===== config.mk =====
export PLATFORM = sky130hd
export DESIGN_NAME = threshold_gallop_bisect_search
export DESIGN_NICKNAME = d
export VERILOG_FILES = /design/src/sv/tgbs_pkg.sv /design/src/sv/tgbs_seed.sv /design/src/sv/tgbs_pick.sv /design/src/sv/tgbs_update.sv /design/src/sv/tgbs_result.sv /design/src/sv/threshold_gallop_bisect_search.sv
export VERILOG_INCLUDE_DIRS = /design/src /design/src/sv
export SDC_FILE = /design/constraint.sdc
export NUM_CORES = 2
export LEC_CHECK = 0
export BUFFER_PORTS_ARGS = -buffer_cell sky130_fd_sc_hd__buf_2
export CELL_PAD_IN_SITES_DETAIL_PLACEMENT = 1
export CELL_PAD_IN_SITES_GLOBAL_PLACEMENT = 2
export CORE_ASPECT_RATIO = 1.2
export CORE_UTILIZATION = 39
export CTS_BUF_LIST = sky130_fd_sc_hd__clkbuf_4
export DETAILED_ROUTE_END_ITERATION = 10
export GPL_ROUTABILITY_DRIVEN = 1
export PLACE_DENSITY_LB_ADDON = 0.1
export SLEW_MARGIN = 20
export SYNTH_ARGS = -nofsm -noshare
export SYNTH_HDL_FRONTEND = slang
export SYNTH_HIERARCHICAL = 1
export SYNTH_SLANG_ARGS = --single-unit
export TNS_END_PERCENT = 5

===== constraint.sdc =====
create_clock -name clk -period 15.95 [get_ports clk]
set_input_delay 1.595 -clock clk [delete_from_list [all_inputs] [get_ports clk]]
set_output_delay 1.595 -clock clk [all_outputs]
set_load 0.01 [all_outputs]

===== src/sv/threshold_gallop_bisect_search_macros.svh =====
// ---------------------------------------------------------------------------
// Assertion macros for the threshold search block
// Shared concurrent check forms, clocked on clk and disabled during rst.
// ---------------------------------------------------------------------------
`ifndef THRESHOLD_GALLOP_BISECT_SEARCH_MACROS_SVH
`define THRESHOLD_GALLOP_BISECT_SEARCH_MACROS_SVH

// same-cycle implication
`define TGBS_CHECK(label, ante, cons, msg) \
  label: assert property (@(posedge clk) disable iff (rst) (ante) |-> (cons)) \
    else $error(msg);

// next-cycle implication
`define TGBS_CHECK_NEXT(label, ante, cons, msg) \
  label: assert property (@(posedge clk) disable iff (rst) (ante) |=> (cons)) \
    else $error(msg);

`endif


===== src/sv/tgbs_pkg.sv =====
// ---------------------------------------------------------------------------
// tgbs_pkg
// Event codes, field widths and flag structs of the threshold search block.
// ---------------------------------------------------------------------------
package tgbs_pkg;

  localparam int MODE_W  = 2;
  localparam int LEVEL_W = 32;
  localparam int FIELD_W = 32;

  // result word: candidate, three flags, upper, lower, preview
  localparam int OUT_FIELDS_W = 4 * FIELD_W + 3;
  localparam int OUT_TDATA_W  = ((OUT_FIELDS_W + 7) / 8) * 8;
  localparam int OUT_PAD_W    = OUT_TDATA_W - OUT_FIELDS_W;

  localparam logic [MODE_W-1:0] MODE_NEXT     = 2'd0;
  localparam logic [MODE_W-1:0] MODE_SATURATE = 2'd1;
  localparam logic [MODE_W-1:0] MODE_SATISFY  = 2'd2;
  localparam logic [MODE_W-1:0] MODE_FINISH   = 2'd3;

  // per-round search flags
  typedef struct packed {
    logic first;   // known high bound not yet probed
    logic lk;      // low bound known
    logic lchk;    // low bound revalidated
    logic hk;      // high bound known
  } view_flags_t;

  // all flag state of the controller
  typedef struct packed {
    logic        in_round;
    logic        best_sat_known;
    logic        best_satur_known;
    view_flags_t rv;
  } state_flags_t;

endpackage


===== src/sv/tgbs_seed.sv =====
// ---------------------------------------------------------------------------
// tgbs_seed
// Selects the round view: the live round, or a fresh one seeded from the
// cross-round best levels when no round is open.
// ---------------------------------------------------------------------------
module tgbs_seed #(
  parameter int INDEX_WIDTH = 32
) (
  input  tgbs_pkg::state_flags_t  flags,
  input  logic [INDEX_WIDTH-1:0]  best_sat,
  input  logic [INDEX_WIDTH-1:0]  best_satur,
  input  logic [INDEX_WIDTH-1:0]  lo,
  input  logic [INDEX_WIDTH-1:0]  hi,
  input  logic [INDEX_WIDTH-1:0]  step,
  output tgbs_pkg::view_flags_t   eff_flags,
  output logic [INDEX_WIDTH-1:0]  eff_lo,
  output logic [INDEX_WIDTH-1:0]  eff_hi,
  output logic [INDEX_WIDTH-1:0]  eff_step
);

  logic [INDEX_WIDTH-1:0] seed_lo;
  logic [INDEX_WIDTH-1:0] seed_hi;

  assign seed_lo = flags.best_satur_known ? best_satur : '0;
  assign seed_hi = flags.best_sat_known ? best_sat : '0;

  always_comb begin
    if (flags.in_round) begin
      eff_flags = flags.rv;
      eff_lo    = lo;
      eff_hi    = hi;
      eff_step  = step;
    end else begin
      eff_flags.first = 1'b1;
      eff_flags.lk    = flags.best_satur_known;
      eff_flags.lchk  = (seed_lo == '0);
      // drop a high bound that is not above the low bound
      eff_flags.hk    = flags.best_sat_known &&
                        !(flags.best_satur_known && (seed_hi <= seed_lo));
      eff_lo          = seed_lo;
      eff_hi          = seed_hi;
      eff_step        = INDEX_WIDTH'(1);
    end
  end

endmodule


===== src/sv/tgbs_pick.sv =====
// ---------------------------------------------------------------------------
// tgbs_pick
// Candidate selection: probe high bound, revalidate low bound, bisect, or
// gallop upward with a doubling, saturating step.
// ---------------------------------------------------------------------------
module tgbs_pick #(
  parameter int INDEX_WIDTH = 32
) (
  input  tgbs_pkg::view_flags_t   vf,
  input  logic [INDEX_WIDTH-1:0]  lo,
  input  logic [INDEX_WIDTH-1:0]  hi,
  input  logic [INDEX_WIDTH-1:0]  step,
  output logic [INDEX_WIDTH-1:0]  cand,
  output logic [INDEX_WIDTH-1:0]  step_next
);

  logic [INDEX_WIDTH:0]   lo_inc;
  logic [INDEX_WIDTH-1:0] lo_p1;
  logic [INDEX_WIDTH-1:0] base;
  logic [INDEX_WIDTH:0]   gal_sum;
  logic [INDEX_WIDTH-1:0] gal;
  logic [INDEX_WIDTH-1:0] step_dbl;
  logic [INDEX_WIDTH-1:0] mid;

  assign lo_inc   = {1'b0, lo} + (INDEX_WIDTH+1)'(1);
  assign lo_p1    = lo_inc[INDEX_WIDTH] ? '1 : lo_inc[INDEX_WIDTH-1:0];
  assign base     = vf.lk ? lo : '0;
  // step is never zero, so a saturated sum is the only case at or below base
  assign gal_sum  = {1'b0, base} + {1'b0, step};
  assign gal      = gal_sum[INDEX_WIDTH] ? '1 : gal_sum[INDEX_WIDTH-1:0];
  assign step_dbl = step[INDEX_WIDTH-1] ? '1 : {step[INDEX_WIDTH-2:0], 1'b0};
  // only used when hi exceeds lo by two or more, so mid lies strictly between
  assign mid      = lo + ((hi - lo) >> 1);

  always_comb begin
    step_next = step;
    if (vf.first && vf.hk) begin
      cand = hi;
    end else if (vf.hk && vf.lk && !vf.lchk) begin
      cand = lo;
    end else if (vf.hk && vf.lk) begin
      cand = (lo_p1 >= hi) ? hi : mid;
    end else begin
      cand      = gal;
      step_next = step_dbl;
    end
  end

endmodule


===== src/sv/tgbs_update.sv =====
// ---------------------------------------------------------------------------
// tgbs_update
// Applies one event to the controller state and forms the request candidate.
// ---------------------------------------------------------------------------
module tgbs_update #(
  parameter int INDEX_WIDTH = 32
) (
  input  logic [tgbs_pkg::MODE_W-1:0] mode,
  input  logic [INDEX_WIDTH-1:0]      level,
  input  tgbs_pkg::state_flags_t      flags,
  input  logic [INDEX_WIDTH-1:0]      best_sat,
  input  logic [INDEX_WIDTH-1:0]      best_satur,
  input  logic [INDEX_WIDTH-1:0]      lo,
  input  logic [INDEX_WIDTH-1:0]      hi,
  input  logic [INDEX_WIDTH-1:0]      step,
  output tgbs_pkg::state_flags_t      flags_next,
  output logic [INDEX_WIDTH-1:0]      best_sat_next,
  output logic [INDEX_WIDTH-1:0]      best_satur_next,
  output logic [INDEX_WIDTH-1:0]      lo_next,
  output logic [INDEX_WIDTH-1:0]      hi_next,
  output logic [INDEX_WIDTH-1:0]      step_next,
  output logic [INDEX_WIDTH-1:0]      cand
);

  tgbs_pkg::view_flags_t  eff_flags;
  logic [INDEX_WIDTH-1:0] eff_lo;
  logic [INDEX_WIDTH-1:0] eff_hi;
  logic [INDEX_WIDTH-1:0] eff_step;
  logic [INDEX_WIDTH-1:0] pick_cand;
  logic [INDEX_WIDTH-1:0] pick_step;
  logic [INDEX_WIDTH-1:0] raise_lo;

  tgbs_seed #(.INDEX_WIDTH(INDEX_WIDTH)) u_seed (
    .flags      (flags),
    .best_sat   (best_sat),
    .best_satur (best_satur),
    .lo         (lo),
    .hi         (hi),
    .step       (step),
    .eff_flags  (eff_flags),
    .eff_lo     (eff_lo),
    .eff_hi     (eff_hi),
    .eff_step   (eff_step)
  );

  tgbs_pick #(.INDEX_WIDTH(INDEX_WIDTH)) u_pick (
    .vf        (eff_flags),
    .lo        (eff_lo),
    .hi        (eff_hi),
    .step      (eff_step),
    .cand      (pick_cand),
    .step_next (pick_step)
  );

  // low bound after a saturating report
  assign raise_lo = (!flags.rv.lk || (level > lo)) ? level : lo;

  always_comb begin
    flags_next      = flags;
    best_sat_next   = best_sat;
    best_satur_next = best_satur;
    lo_next         = lo;
    hi_next         = hi;
    step_next       = step;
    cand            = '0;
    unique case (mode)
      tgbs_pkg::MODE_NEXT: begin
        flags_next.in_round = 1'b1;
        flags_next.rv       = eff_flags;
        flags_next.rv.first = 1'b0;
        lo_next             = eff_lo;
        hi_next             = eff_hi;
        step_next           = pick_step;
        cand                = pick_cand;
      end
      tgbs_pkg::MODE_SATURATE: begin
        if (!flags.best_satur_known || (level > best_satur)) begin
          best_satur_next = level;
        end
        flags_next.best_satur_known = 1'b1;
        if (flags.in_round) begin
          // any saturating report in a round leaves the low bound known
          lo_next          = raise_lo;
          flags_next.rv.lk = 1'b1;
          if (level == raise_lo) begin
            flags_next.rv.lchk = 1'b1;
          end
          if (flags.rv.hk && (level >= hi)) begin
            flags_next.rv.hk = 1'b0;
          end
        end
      end
      tgbs_pkg::MODE_SATISFY: begin
        if (!flags.best_sat_known || (level < best_sat)) begin
          best_sat_next = level;
        end
        flags_next.best_sat_known = 1'b1;
        if (flags.in_round) begin
          hi_next          = level;
          flags_next.rv.hk = 1'b1;
          step_next        = INDEX_WIDTH'(1);
          if (!flags.rv.lk || (lo >= level)) begin
            if (level == '0) begin
              flags_next.rv.lk   = 1'b0;
              lo_next            = '0;
              flags_next.rv.lchk = 1'b1;
            end else begin
              flags_next.rv.lk   = 1'b1;
              lo_next            = level - INDEX_WIDTH'(1);
              flags_next.rv.lchk = (level == INDEX_WIDTH'(1));
            end
          end
        end
      end
      tgbs_pkg::MODE_FINISH: begin
        flags_next.in_round = 1'b0;
      end
      default: begin
        flags_next = flags;
      end
    endcase
  end

endmodule


===== src/sv/tgbs_result.sv =====
// ---------------------------------------------------------------------------
// tgbs_result
// Derives the refinement flag and the preview candidate from a state copy.
// ---------------------------------------------------------------------------
module tgbs_result #(
  parameter int INDEX_WIDTH = 32
) (
  input  tgbs_pkg::state_flags_t  flags,
  input  logic [INDEX_WIDTH-1:0]  best_sat,
  input  logic [INDEX_WIDTH-1:0]  best_satur,
  input  logic [INDEX_WIDTH-1:0]  lo,
  input  logic [INDEX_WIDTH-1:0]  hi,
  input  logic [INDEX_WIDTH-1:0]  step,
  output logic                    refine,
  output logic [INDEX_WIDTH-1:0]  preview
);

  tgbs_pkg::view_flags_t  eff_flags;
  logic [INDEX_WIDTH-1:0] eff_lo;
  logic [INDEX_WIDTH-1:0] eff_hi;
  logic [INDEX_WIDTH-1:0] eff_step;
  logic [INDEX_WIDTH-1:0] unused_step;
  logic [INDEX_WIDTH:0]   lo_inc;
  logic [INDEX_WIDTH-1:0] lo_p1;

  tgbs_seed #(.INDEX_WIDTH(INDEX_WIDTH)) u_seed (
    .flags      (flags),
    .best_sat   (best_sat),
    .best_satur (best_satur),
    .lo         (lo),
    .hi         (hi),
    .step       (step),
    .eff_flags  (eff_flags),
    .eff_lo     (eff_lo),
    .eff_hi     (eff_hi),
    .eff_step   (eff_step)
  );

  // preview runs the same pick on a throwaway view
  tgbs_pick #(.INDEX_WIDTH(INDEX_WIDTH)) u_pick (
    .vf        (eff_flags),
    .lo        (eff_lo),
    .hi        (eff_hi),
    .step      (eff_step),
    .cand      (preview),
    .step_next (unused_step)
  );

  assign lo_inc = {1'b0, lo} + (INDEX_WIDTH+1)'(1);
  assign lo_p1  = lo_inc[INDEX_WIDTH] ? '1 : lo_inc[INDEX_WIDTH-1:0];

  always_comb begin
    if (!flags.in_round) begin
      refine = 1'b0;
    end else if (!flags.rv.hk || !flags.rv.lk || !flags.rv.lchk) begin
      refine = 1'b1;
    end else begin
      refine = (lo_p1 < hi) || (unused_step == '0);
    end
  end

endmodule


===== src/sv/threshold_gallop_bisect_search.sv =====
// ---------------------------------------------------------------------------
// threshold_gallop_bisect_search
// Threshold index search controller: gallop upward, then bisect between the
// remembered saturating and satisfying levels.
// ---------------------------------------------------------------------------
//
//   channel   dir  handshake          tdata (low bit up)          tuser
//   -------   ---  -----------------  --------------------------  -----
//   s_axis    in   s_tvalid/s_tready  level[31:0]                 mode[1:0]
//   m_axis    out  m_tvalid/m_tready  candidate, round_active,    none
//                                     needs_refinement, has_upper,
//                                     upper_bound, lower_bound,
//                                     preview_candidate, 5 pad bits
//
// One event per cycle sustained while m_tready stays high; each event leaves as
// one result word after it passes the input register, the state register and
// the result register. The event update (a saturating add, a halving add and a
// few compares on the registered bounds) is the longest path.
// rst clears the search state to its idle values and empties all stages.
// While the result waits on m_tready, up to two further events are taken
// into the input and state stages before s_tready drops.
// ---------------------------------------------------------------------------
`include "threshold_gallop_bisect_search_macros.svh"

module threshold_gallop_bisect_search #(
  parameter int INDEX_WIDTH = 32
) (
  input  logic                                clk,
  input  logic                                rst,
  input  logic                                s_tvalid,
  output logic                                s_tready,
  input  logic [tgbs_pkg::LEVEL_W-1:0]        s_tdata,   // level
  input  logic [tgbs_pkg::MODE_W-1:0]         s_tuser,   // mode
  output logic                                m_tvalid,
  input  logic                                m_tready,
  // candidate, round_active, needs_refinement, has_upper, upper_bound,
  // lower_bound, preview_candidate, zero pad
  output logic [tgbs_pkg::OUT_TDATA_W-1:0]    m_tdata
);

  // input stage
  logic                          a_valid;
  logic [tgbs_pkg::MODE_W-1:0]   a_mode;
  logic [INDEX_WIDTH-1:0]        a_level;

  // live search state
  tgbs_pkg::state_flags_t        flags;
  logic [INDEX_WIDTH-1:0]        best_sat;
  logic [INDEX_WIDTH-1:0]        best_satur;
  logic [INDEX_WIDTH-1:0]        lo;
  logic [INDEX_WIDTH-1:0]        hi;
  logic [INDEX_WIDTH-1:0]        step;

  tgbs_pkg::state_flags_t        flags_next;
  logic [INDEX_WIDTH-1:0]        best_sat_next;
  logic [INDEX_WIDTH-1:0]        best_satur_next;
  logic [INDEX_WIDTH-1:0]        lo_next;
  logic [INDEX_WIDTH-1:0]        hi_next;
  logic [INDEX_WIDTH-1:0]        step_next;
  logic [INDEX_WIDTH-1:0]        cand_next;

  // state copy stage: candidate plus the state just after the event
  logic                          b_valid;
  logic [INDEX_WIDTH-1:0]        b_cand;
  tgbs_pkg::state_flags_t        b_flags;
  logic [INDEX_WIDTH-1:0]        b_best_sat;
  logic [INDEX_WIDTH-1:0]        b_best_satur;
  logic [INDEX_WIDTH-1:0]        b_lo;
  logic [INDEX_WIDTH-1:0]        b_hi;
  logic [INDEX_WIDTH-1:0]        b_step;

  logic                          b_refine;
  logic [INDEX_WIDTH-1:0]        b_preview;

  logic                          c_take;
  logic                          b_free;
  logic                          a_adv;

  // stage flow: each stage loads when the one after it has room
  assign c_take   = !m_tvalid || m_tready;
  assign b_free   = !b_valid || c_take;
  assign a_adv    = a_valid && b_free;
  assign s_tready = !a_valid || b_free;

  // capture the event; levels wider than the index keep their low bits
  always_ff @(posedge clk) begin
    if (rst) begin
      a_valid <= 1'b0;
    end else if (s_tready) begin
      a_valid <= s_tvalid;
    end
  end

  always_ff @(posedge clk) begin
    if (s_tready && s_tvalid) begin
      a_mode  <= s_tuser;
      a_level <= INDEX_WIDTH'(s_tdata);
    end
  end

  tgbs_update #(.INDEX_WIDTH(INDEX_WIDTH)) u_update (
    .mode            (a_mode),
    .level           (a_level),
    .flags           (flags),
    .best_sat        (best_sat),
    .best_satur      (best_satur),
    .lo              (lo),
    .hi              (hi),
    .step            (step),
    .flags_next      (flags_next),
    .best_sat_next   (best_sat_next),
    .best_satur_next (best_satur_next),
    .lo_next         (lo_next),
    .hi_next         (hi_next),
    .step_next       (step_next),
    .cand            (cand_next)
  );

  // apply each event exactly once, as it moves into the copy stage
  always_ff @(posedge clk) begin
    if (rst) begin
      flags.in_round         <= 1'b0;
      flags.best_sat_known   <= 1'b0;
      flags.best_satur_known <= 1'b0;
      flags.rv.first         <= 1'b1;
      flags.rv.lk            <= 1'b0;
      flags.rv.lchk          <= 1'b1;
      flags.rv.hk            <= 1'b0;
      best_sat               <= '0;
      best_satur             <= '0;
      lo                     <= '0;
      hi                     <= '0;
      step                   <= INDEX_WIDTH'(1);
    end else if (a_adv) begin
      flags      <= flags_next;
      best_sat   <= best_sat_next;
      best_satur <= best_satur_next;
      lo         <= lo_next;
      hi         <= hi_next;
      step       <= step_next;
    end
  end

  always_ff @(posedge clk) begin
    if (rst) begin
      b_valid <= 1'b0;
    end else if (b_free) begin
      b_valid <= a_valid;
    end
  end

  // hold a private copy so later events cannot disturb this result
  always_ff @(posedge clk) begin
    if (a_adv) begin
      b_cand       <= cand_next;
      b_flags      <= flags_next;
      b_best_sat   <= best_sat_next;
      b_best_satur <= best_satur_next;
      b_lo         <= lo_next;
      b_hi         <= hi_next;
      b_step       <= step_next;
    end
  end

  tgbs_result #(.INDEX_WIDTH(INDEX_WIDTH)) u_result (
    .flags      (b_flags),
    .best_sat   (b_best_sat),
    .best_satur (b_best_satur),
    .lo         (b_lo),
    .hi         (b_hi),
    .step       (b_step),
    .refine     (b_refine),
    .preview    (b_preview)
  );

  // result register
  always_ff @(posedge clk) begin
    if (rst) begin
      m_tvalid <= 1'b0;
    end else if (c_take) begin
      m_tvalid <= b_valid;
    end
  end

  always_ff @(posedge clk) begin
    if (c_take && b_valid) begin
      m_tdata <= {{tgbs_pkg::OUT_PAD_W{1'b0}},
                  tgbs_pkg::FIELD_W'(b_preview),
                  tgbs_pkg::FIELD_W'(b_lo),
                  tgbs_pkg::FIELD_W'(b_hi),
                  b_flags.rv.hk,
                  b_refine,
                  b_flags.in_round,
                  tgbs_pkg::FIELD_W'(b_cand)};
    end
  end

  // the gallop step never collapses to zero
  `TGBS_CHECK(a_step_nonzero, 1'b1, step != '0, "gallop step reached zero")
  // input side only stalls behind a stalled result
  `TGBS_CHECK(a_stall_cause, !s_tready, m_tvalid && !m_tready, "input stalled without cause")
  // inside a round a known high bound stays above a known low bound
  `TGBS_CHECK(a_bound_order, flags.in_round && flags.rv.hk && flags.rv.lk, hi > lo, "bounds crossed")
  // a satisfying report in a round always sets the high bound
  `TGBS_CHECK_NEXT(a_satisfy_high, a_adv && (a_mode == tgbs_pkg::MODE_SATISFY) && flags.in_round, flags.rv.hk && (hi == $past(a_level)), "satisfy did not set high bound")
  // finishing closes the round
  `TGBS_CHECK_NEXT(a_finish_close, a_adv && (a_mode == tgbs_pkg::MODE_FINISH), !flags.in_round, "round still open after finish")

endmodule

Word level (Yosys, flattened, before mapping)
Cells that the tools add are included.
{"block": "word_totals", "register_bits": 534, "input_bits": 38, "out_inout_bits": 138, "wordCells": 160}
{"block": "op_classes", "addsub": 10, "magnitude_cmp": 10, "n_eq_ne": 5, "mux": 61, "reduce_logical": 42}
{"operator": "two-way mux 32 bit", "count": 44}
{"operator": "greater-or-equal comparator 32 bit", "count": 4}
{"operator": "zero test 32 bit", "count": 4}
{"operator": "case mux 32 bit (2 select lines)", "count": 2}
{"operator": "adder 32 x 1 -> 33 bit (second input constant)", "count": 3}
{"operator": "case mux 32 bit (3 select lines)", "count": 1}
{"operator": "adder 32 x 32 -> 33 bit", "count": 2}
{"operator": "adder 32 x 31 -> 32 bit", "count": 2}
{"operator": "> comparator 32 bit", "count": 2}
{"operator": "less-or-equal comparator 32 bit", "count": 2}
{"operator": "less-than comparator 32 bit", "count": 2}
{"operator": "subtractor 32 bit", "count": 2}
{"operator": "== test 32 x 1 -> 1 bit (second input constant)", "count": 1}
{"operator": "== test 32 bit", "count": 1}
{"operator": "subtractor 32 x 1 -> 32 bit (second input constant)", "count": 1}
{"operator": "logical AND 1 bit", "count": 14}
{"operator": "zero test 1 bit", "count": 13}
{"operator": "logical OR 1 bit", "count": 10}
{"operator": "case mux 3 bit (3 select lines)", "count": 1}
{"operator": "two-way mux 4 bit", "count": 2}
{"operator": "two-way mux 1 bit", "count": 6}
{"operator": "two-way mux 3 bit", "count": 2}
{"operator": "== test 2 bit (second input constant)", "count": 2}
{"operator": "two-way mux 2 bit", "count": 2}
{"operator": "3 further kinds", "count": 3}

Depth between registers and ports, before layout
{"block": "logic_depth", "depth_word": 13, "mapped_depth": 28, "ltp_nobuf": 24}

Hierarchy
Netlist, hierarchy kept.
{"module": "threshold_gallop_bisect_search", "n_inst": 1, "cells_per_inst": 1109, "area_per_inst_um2": 18622.9, "seq_area_each_um2": 14333.7}
{"module": "tgbs_pick at u_update.u_pick", "n_inst": 1, "cells_per_inst": 1258, "area_per_inst_um2": 8169.1, "seq_area_each_um2": 0.0}
{"module": "tgbs_pick at u_result.u_pick", "n_inst": 1, "cells_per_inst": 1242, "area_per_inst_um2": 8056.5, "seq_area_each_um2": 0.0}
{"module": "tgbs_update", "n_inst": 1, "cells_per_inst": 1020, "area_per_inst_um2": 7166.9, "seq_area_each_um2": 0.0}
{"module": "tgbs_seed", "n_inst": 2, "cells_per_inst": 313, "area_per_inst_um2": 2073.2, "seq_area_each_um2": 0.0}
{"module": "tgbs_result", "n_inst": 1, "cells_per_inst": 231, "area_per_inst_um2": 1610.3, "seq_area_each_um2": 0.0}

Least setup slack after synthesis
OpenSTA, ideal clock, no wires.
{"block": "synth_path", "path_kind": "input port to flip-flop", "start": "input m_tready", "end": "register m_tdata[0] (netlist name) (enable)", "setup_time_ns": 0.821, "arrival_ns": 11.088, "required_ns": 15.129, "path_slack_ns": 4.042, "cell_stages": 2, "n_path_buf": 0, "path_cell_list": "inv_1 a21boi_0"}
{"block": "synth_via", "elab_chain_len": 2}
{"element": "start: declaration", "line": "threshold_gallop_bisect_search.sv:35", "text": "input logic m_tready,"}
{"element": "logical OR 1 bit", "line": "threshold_gallop_bisect_search.sv:80", "text": "assign c_take = !m_tvalid || m_tready;"}
{"element": "logical AND 1 bit", "line": "threshold_gallop_bisect_search.sv:186", "text": "if (c_take && b_valid) begin"}
{"element": "end signal: assignment", "line": "threshold_gallop_bisect_search.sv:187", "text": "m_tdata <= {{tgbs_pkg::OUT_PAD_W{1'b0}},"}
{"element": "end: declaration", "line": "threshold_gallop_bisect_search.sv:38", "text": "output logic [tgbs_pkg::OUT_TDATA_W-1:0] m_tdata"}
Every way passes these cells.
A chain may end at the register's enable or synchronous reset.

Final worst setup path
{"block": "layout_path", "start": "register, netlist name flags[6]", "end": "register b_cand[13], data pin"}
{"block": "layout_via", "elab_chain_len": 8, "elab_cells_between_ends": 20, "classes_between": "add/sub: 4; order compare: 1; mux: 11; reduce/logical: 4"}
{"element": "two-way mux 32 bit *", "line": "tgbs_seed.sv:28", "text": "if (flags.in_round) begin"}
{"element": "via u_update.eff_lo[0]", "line": "tgbs_update.sv:26", "text": "logic [INDEX_WIDTH-1:0] eff_lo;"}
{"element": "adder 32 x 1 -> 33 bit", "line": "tgbs_pick.sv:25", "text": "assign lo_inc = {1'b0, lo} + (INDEX_WIDTH+1)'(1);"}
{"element": "two-way mux 32 bit", "line": "tgbs_pick.sv:26", "text": "assign lo_p1 = lo_inc[INDEX_WIDTH] ? '1 : lo_inc[INDEX_WIDTH-1:0];"}
{"element": "greater-or-equal comparator 32 bit", "line": "tgbs_pick.sv:42", "text": "cand = (lo_p1 >= hi) ? hi : mid;"}
{"element": "two-way mux 32 bit", "line": "tgbs_pick.sv:42"}
{"element": "two-way mux 32 bit *", "line": "tgbs_pick.sv:41", "text": "end else if (vf.hk && vf.lk) begin"}
{"element": "two-way mux 32 bit *", "line": "tgbs_pick.sv:39", "text": "end else if (vf.hk && vf.lk && !vf.lchk) begin"}
{"element": "two-way mux 32 bit *", "line": "tgbs_pick.sv:37", "text": "if (vf.first && vf.hk) begin"}
{"element": "via u_update.pick_cand[13]", "line": "tgbs_update.sv:29", "text": "logic [INDEX_WIDTH-1:0] pick_cand;"}
{"element": "end signal: assignment", "line": "threshold_gallop_bisect_search.sv:155", "text": "b_cand <= cand_next;"}
{"element": "end: declaration", "line": "threshold_gallop_bisect_search.sv:64", "text": "logic [INDEX_WIDTH-1:0] b_cand;"}
The timed path passes the listed nets; every way through them passes the cells marked *.

==> out/metrics.yaml <==
hold_violations: 0
fin_worst_skew_ps: 88.6
avgSynthCellArea_um2: 8.71
p_sw_mw: 1.38
io_buffers: 170
fin_crit_ps: 7700
grt_use_total: 0.328
finalNetCount: 6201
synth_warnings: 6
hp-class: "reg -> reg"
clock_path_buffers: 3
crit_path_frequent_cell: "and3_1"
synth_top_area_frac: 0.229
syn_area_um2: 47800
largest_reg_flops: 131
gp_congestion: 0.959
p_seq_frac: 0.410
num-fill-cells: 14347
ant_nets: 0
relSlewSlack: 0.215
grt_pass1_vias: 44707
viasPerCell: 5.91
grt_max_degree: 137
hold_ws_ps: 419
fin_ws_ps: 8250
critical_path.max_fanout: 59
cts.root.buffer_cell: "clkbuf_4"
clkSinkCount: 534
startpoint_type: "flop"
post_cts_buffers: 0
post-place-ws_ps: 8180
ys.flop_type: "edfxtp_1"
dp_cells: 7158
floorplan.die.width_um: 321
die_y_um: 385
p_int_mw: 2.51
regMostFlops: "m_tdata"
grt_pass1_wl_um: 298000
slew_violations: 0
clkPwrFrac: 0.339
drc: 0
ctsResizeCount: 0
netSwitchingFraction: 0.355
clkTransAtPathRegs_ps: 70
initial_core_util: 0.394
fmax_ghz: 0.130
power.density_nw_per_um2: 74.3
drt-total-wl_um: 207000
drive_gt1_frac: 0.119
arrival_ps: 8620
fp.dieArea_um2: 124000
min_period_over_period: 0.483
finalSetupViolCount: 0
ys_ff_latch: 534
wire_per_inst_um: 27.9
path_class: "reg -> reg"
path_cells: "buf_4, mux2_2, ha_1, and3_1, and3_1, and3_1, nor2b_1, and2b_1, nor2b_1, and3_1, nand3_1, o21a_1, ha_1, nand4_1, o21ai_0, a31oi_1, o21ai_0, a21oi_1, buf_4, nor2_4, nor2_4, a2111oi_0, o22ai_1, and2_1"
grt_setup_unrepaired: "false"
p_comb_frac: 0.251
numCtsBuffers: 149
synth_edf_count: 364
boundaryPins: 176
core_um2: 121000
dp_hpwl_um: 164000
finalNonFillerCells: 7435
overflow: 0
crit_path_max_incr_delay_ps: 790
peakVddDrop_mv: 0.0605
tritoncts: "built"
synth_area_leaders: "edfxtp_1 23%, ha_1 13%, dfxtp_1 7.1%, mux2i_1 5.7%, nand2b_1 4.6%"
yosys.area.top_type: "edfxtp_1"
end_kind: "flop"
cpMaxStageDelayCell: "o21ai_0"
synthCells: 5486
htree_levels: 4
first_iter_violations: 2876
maxCapViolations: 0
vias: 43938
worst_pin_slew_ps: 1180
row_count: 140
crit_required_ps: 16870
antenna_found_initial: 8
synth_seq_area_share: 0.300
first_pass_iters: 8
cts.hold.buffers_added: 0
outcome: "completed"
syn2layout_area_growth_pct: 9.71
async_flop_share: 0
power_mw: 3.89
tns_ps: 0
leakagePower_nw: 21.4
synth_cell_types: 119
clock_latency_ps: 1190
[critical path, delay by kind of cell (launching register included)]
kind | cells | cell delay (ps)
buffers and inverters | 2 | 830
AO/OA/AOI/OAI | 7 | 1870
AND/OR/NAND/NOR | 12 | 3200
adder cells (fa/ha/maj) | 2 | 510
multiplexers | 1 | 390
flip-flops | 1 | 650
[power by group through the flow]
stage / combinational, mW / sequential, mW / clock [mW]
floorplan: 0.660 / 1.60 / 0
global placement: 0.955 / 1.63 / 0
detailed placement: 0.962 / 1.63 / 0
CTS: 0.969 / 1.60 / 1.37
global route: 1.05 / 1.60 / 1.42
finish: 0.979 / 1.60 / 1.32
[layout make-up]
| class | count | area, um2 | share of cell area |
|---|---|---|---|
| multi-input combinational | 4332 | 31000 | 0.591 |
| clock buffer | 205 | 1540 | 0.0294 |
| timing repair buffer | 289 | 1780 | 0.0339 |
| antenna | 4 | 10.0 | 0.000191 |
| inverter | 370 | 1390 | 0.0265 |
| sequential | 534 | 14300 | 0.274 |
| tap | 1633 | 2040 | 0.0390 |
| clock inverter | 68 | 355 | 0.00678 |
[cells in the final DEF (no fill, tap or decap), types with 29 or more instances in the layout]
| cell | netlist | routed |
|---|---|---|
| o21ai_0 | 316 | 313 |
| nor2_1 | 266 | 262 |
| buf_4 | 10 | 117 |
| nand3_1 | 112 | 112 |
| a31oi_1 | 38 | 38 |
| buf_2 | 15 | 169 |
| nor4_1 | 29 | 29 |
| and3_1 | 37 | 37 |
| nor3_1 | 86 | 86 |
| clkinv_1 | 2 | 39 |
| xor2_1 | 86 | 86 |
| dfxtp_1 | 170 | 168 |
| mux2_2 | 77 | 77 |
| a22o_1 | 36 | 36 |
| and2_1 | 239 | 239 |
| edfxtp_1 | 364 | 364 |
| o21a_1 | 44 | 44 |
| a211oi_1 | 52 | 52 |
| o211ai_1 | 44 | 44 |
| ha_1 | 481 | 480 |
| mux2i_1 | 274 | 274 |
| nand4_1 | 100 | 100 |
| nand2b_1 | 355 | 355 |
| xnor2_1 | 163 | 163 |
| inv_1 | 368 | 368 |
| clkbuf_4 | 0 | 205 |
| a21o_1 | 119 | 119 |
| a21oi_1 | 356 | 352 |
| a22oi_1 | 48 | 48 |
| nand2_1 | 510 | 509 |
[path summary, 6_finish.rpt]
path,from,to,slack [ps],cells after the start
max,flags[6],b_cand[13],8250,24
min,b_cand[28],m_tdata[28],420,0
max reg2reg,flags[6],b_cand[13],8250,24
min reg2reg,b_cand[28],m_tdata[28],420,0
[cell families after synthesis]
family | count (synthesis) | synth area share
AND/OR/NAND/NOR | 1864 | 0.204
AO/OA/AOI/OAI | 1374 | 0.191
buffers and inverters | 624 | 0.0554
flip-flops | 534 | 0.300
adder cells (fa/ha/maj) | 487 | 0.128
multiplexers | 353 | 0.0761
XOR/XNOR | 249 | 0.0457
other | 1 | 0.0000785
[cell usage after synthesis (all sizes together), types with 79 or more instances]
library cell,n
a21o,120
a21oi,356
and2,241
clkbuf,200
dfxtp,170
edfxtp,364
ha,481
inv,368
mux2,79
mux2i,274
nand2,510
nand2b,355
nand3,116
nand4,101
nor2,271
nor3,89
o21ai,329
xnor2,163
xor2,86
[through the flow]
stage                      util  area (um2)
after floorplan               -       47800
after global placement    0.416       50500
after detailed placement  0.416       50500
after CTS                 0.432       52400
after global routing      0.432       52400
final                     0.432       52400
[per-layer routing]
metal  wire length (um)  vias to the layer above  global-route usage
met5                 14                        -                   0
met4              13400                        2               0.202
met3               7450                      442              0.0388
met2              99600                     1156               0.561
met1              86800                    21942               0.392
li1                   -                    20396                   -
(Power assumes the default switching activity.)
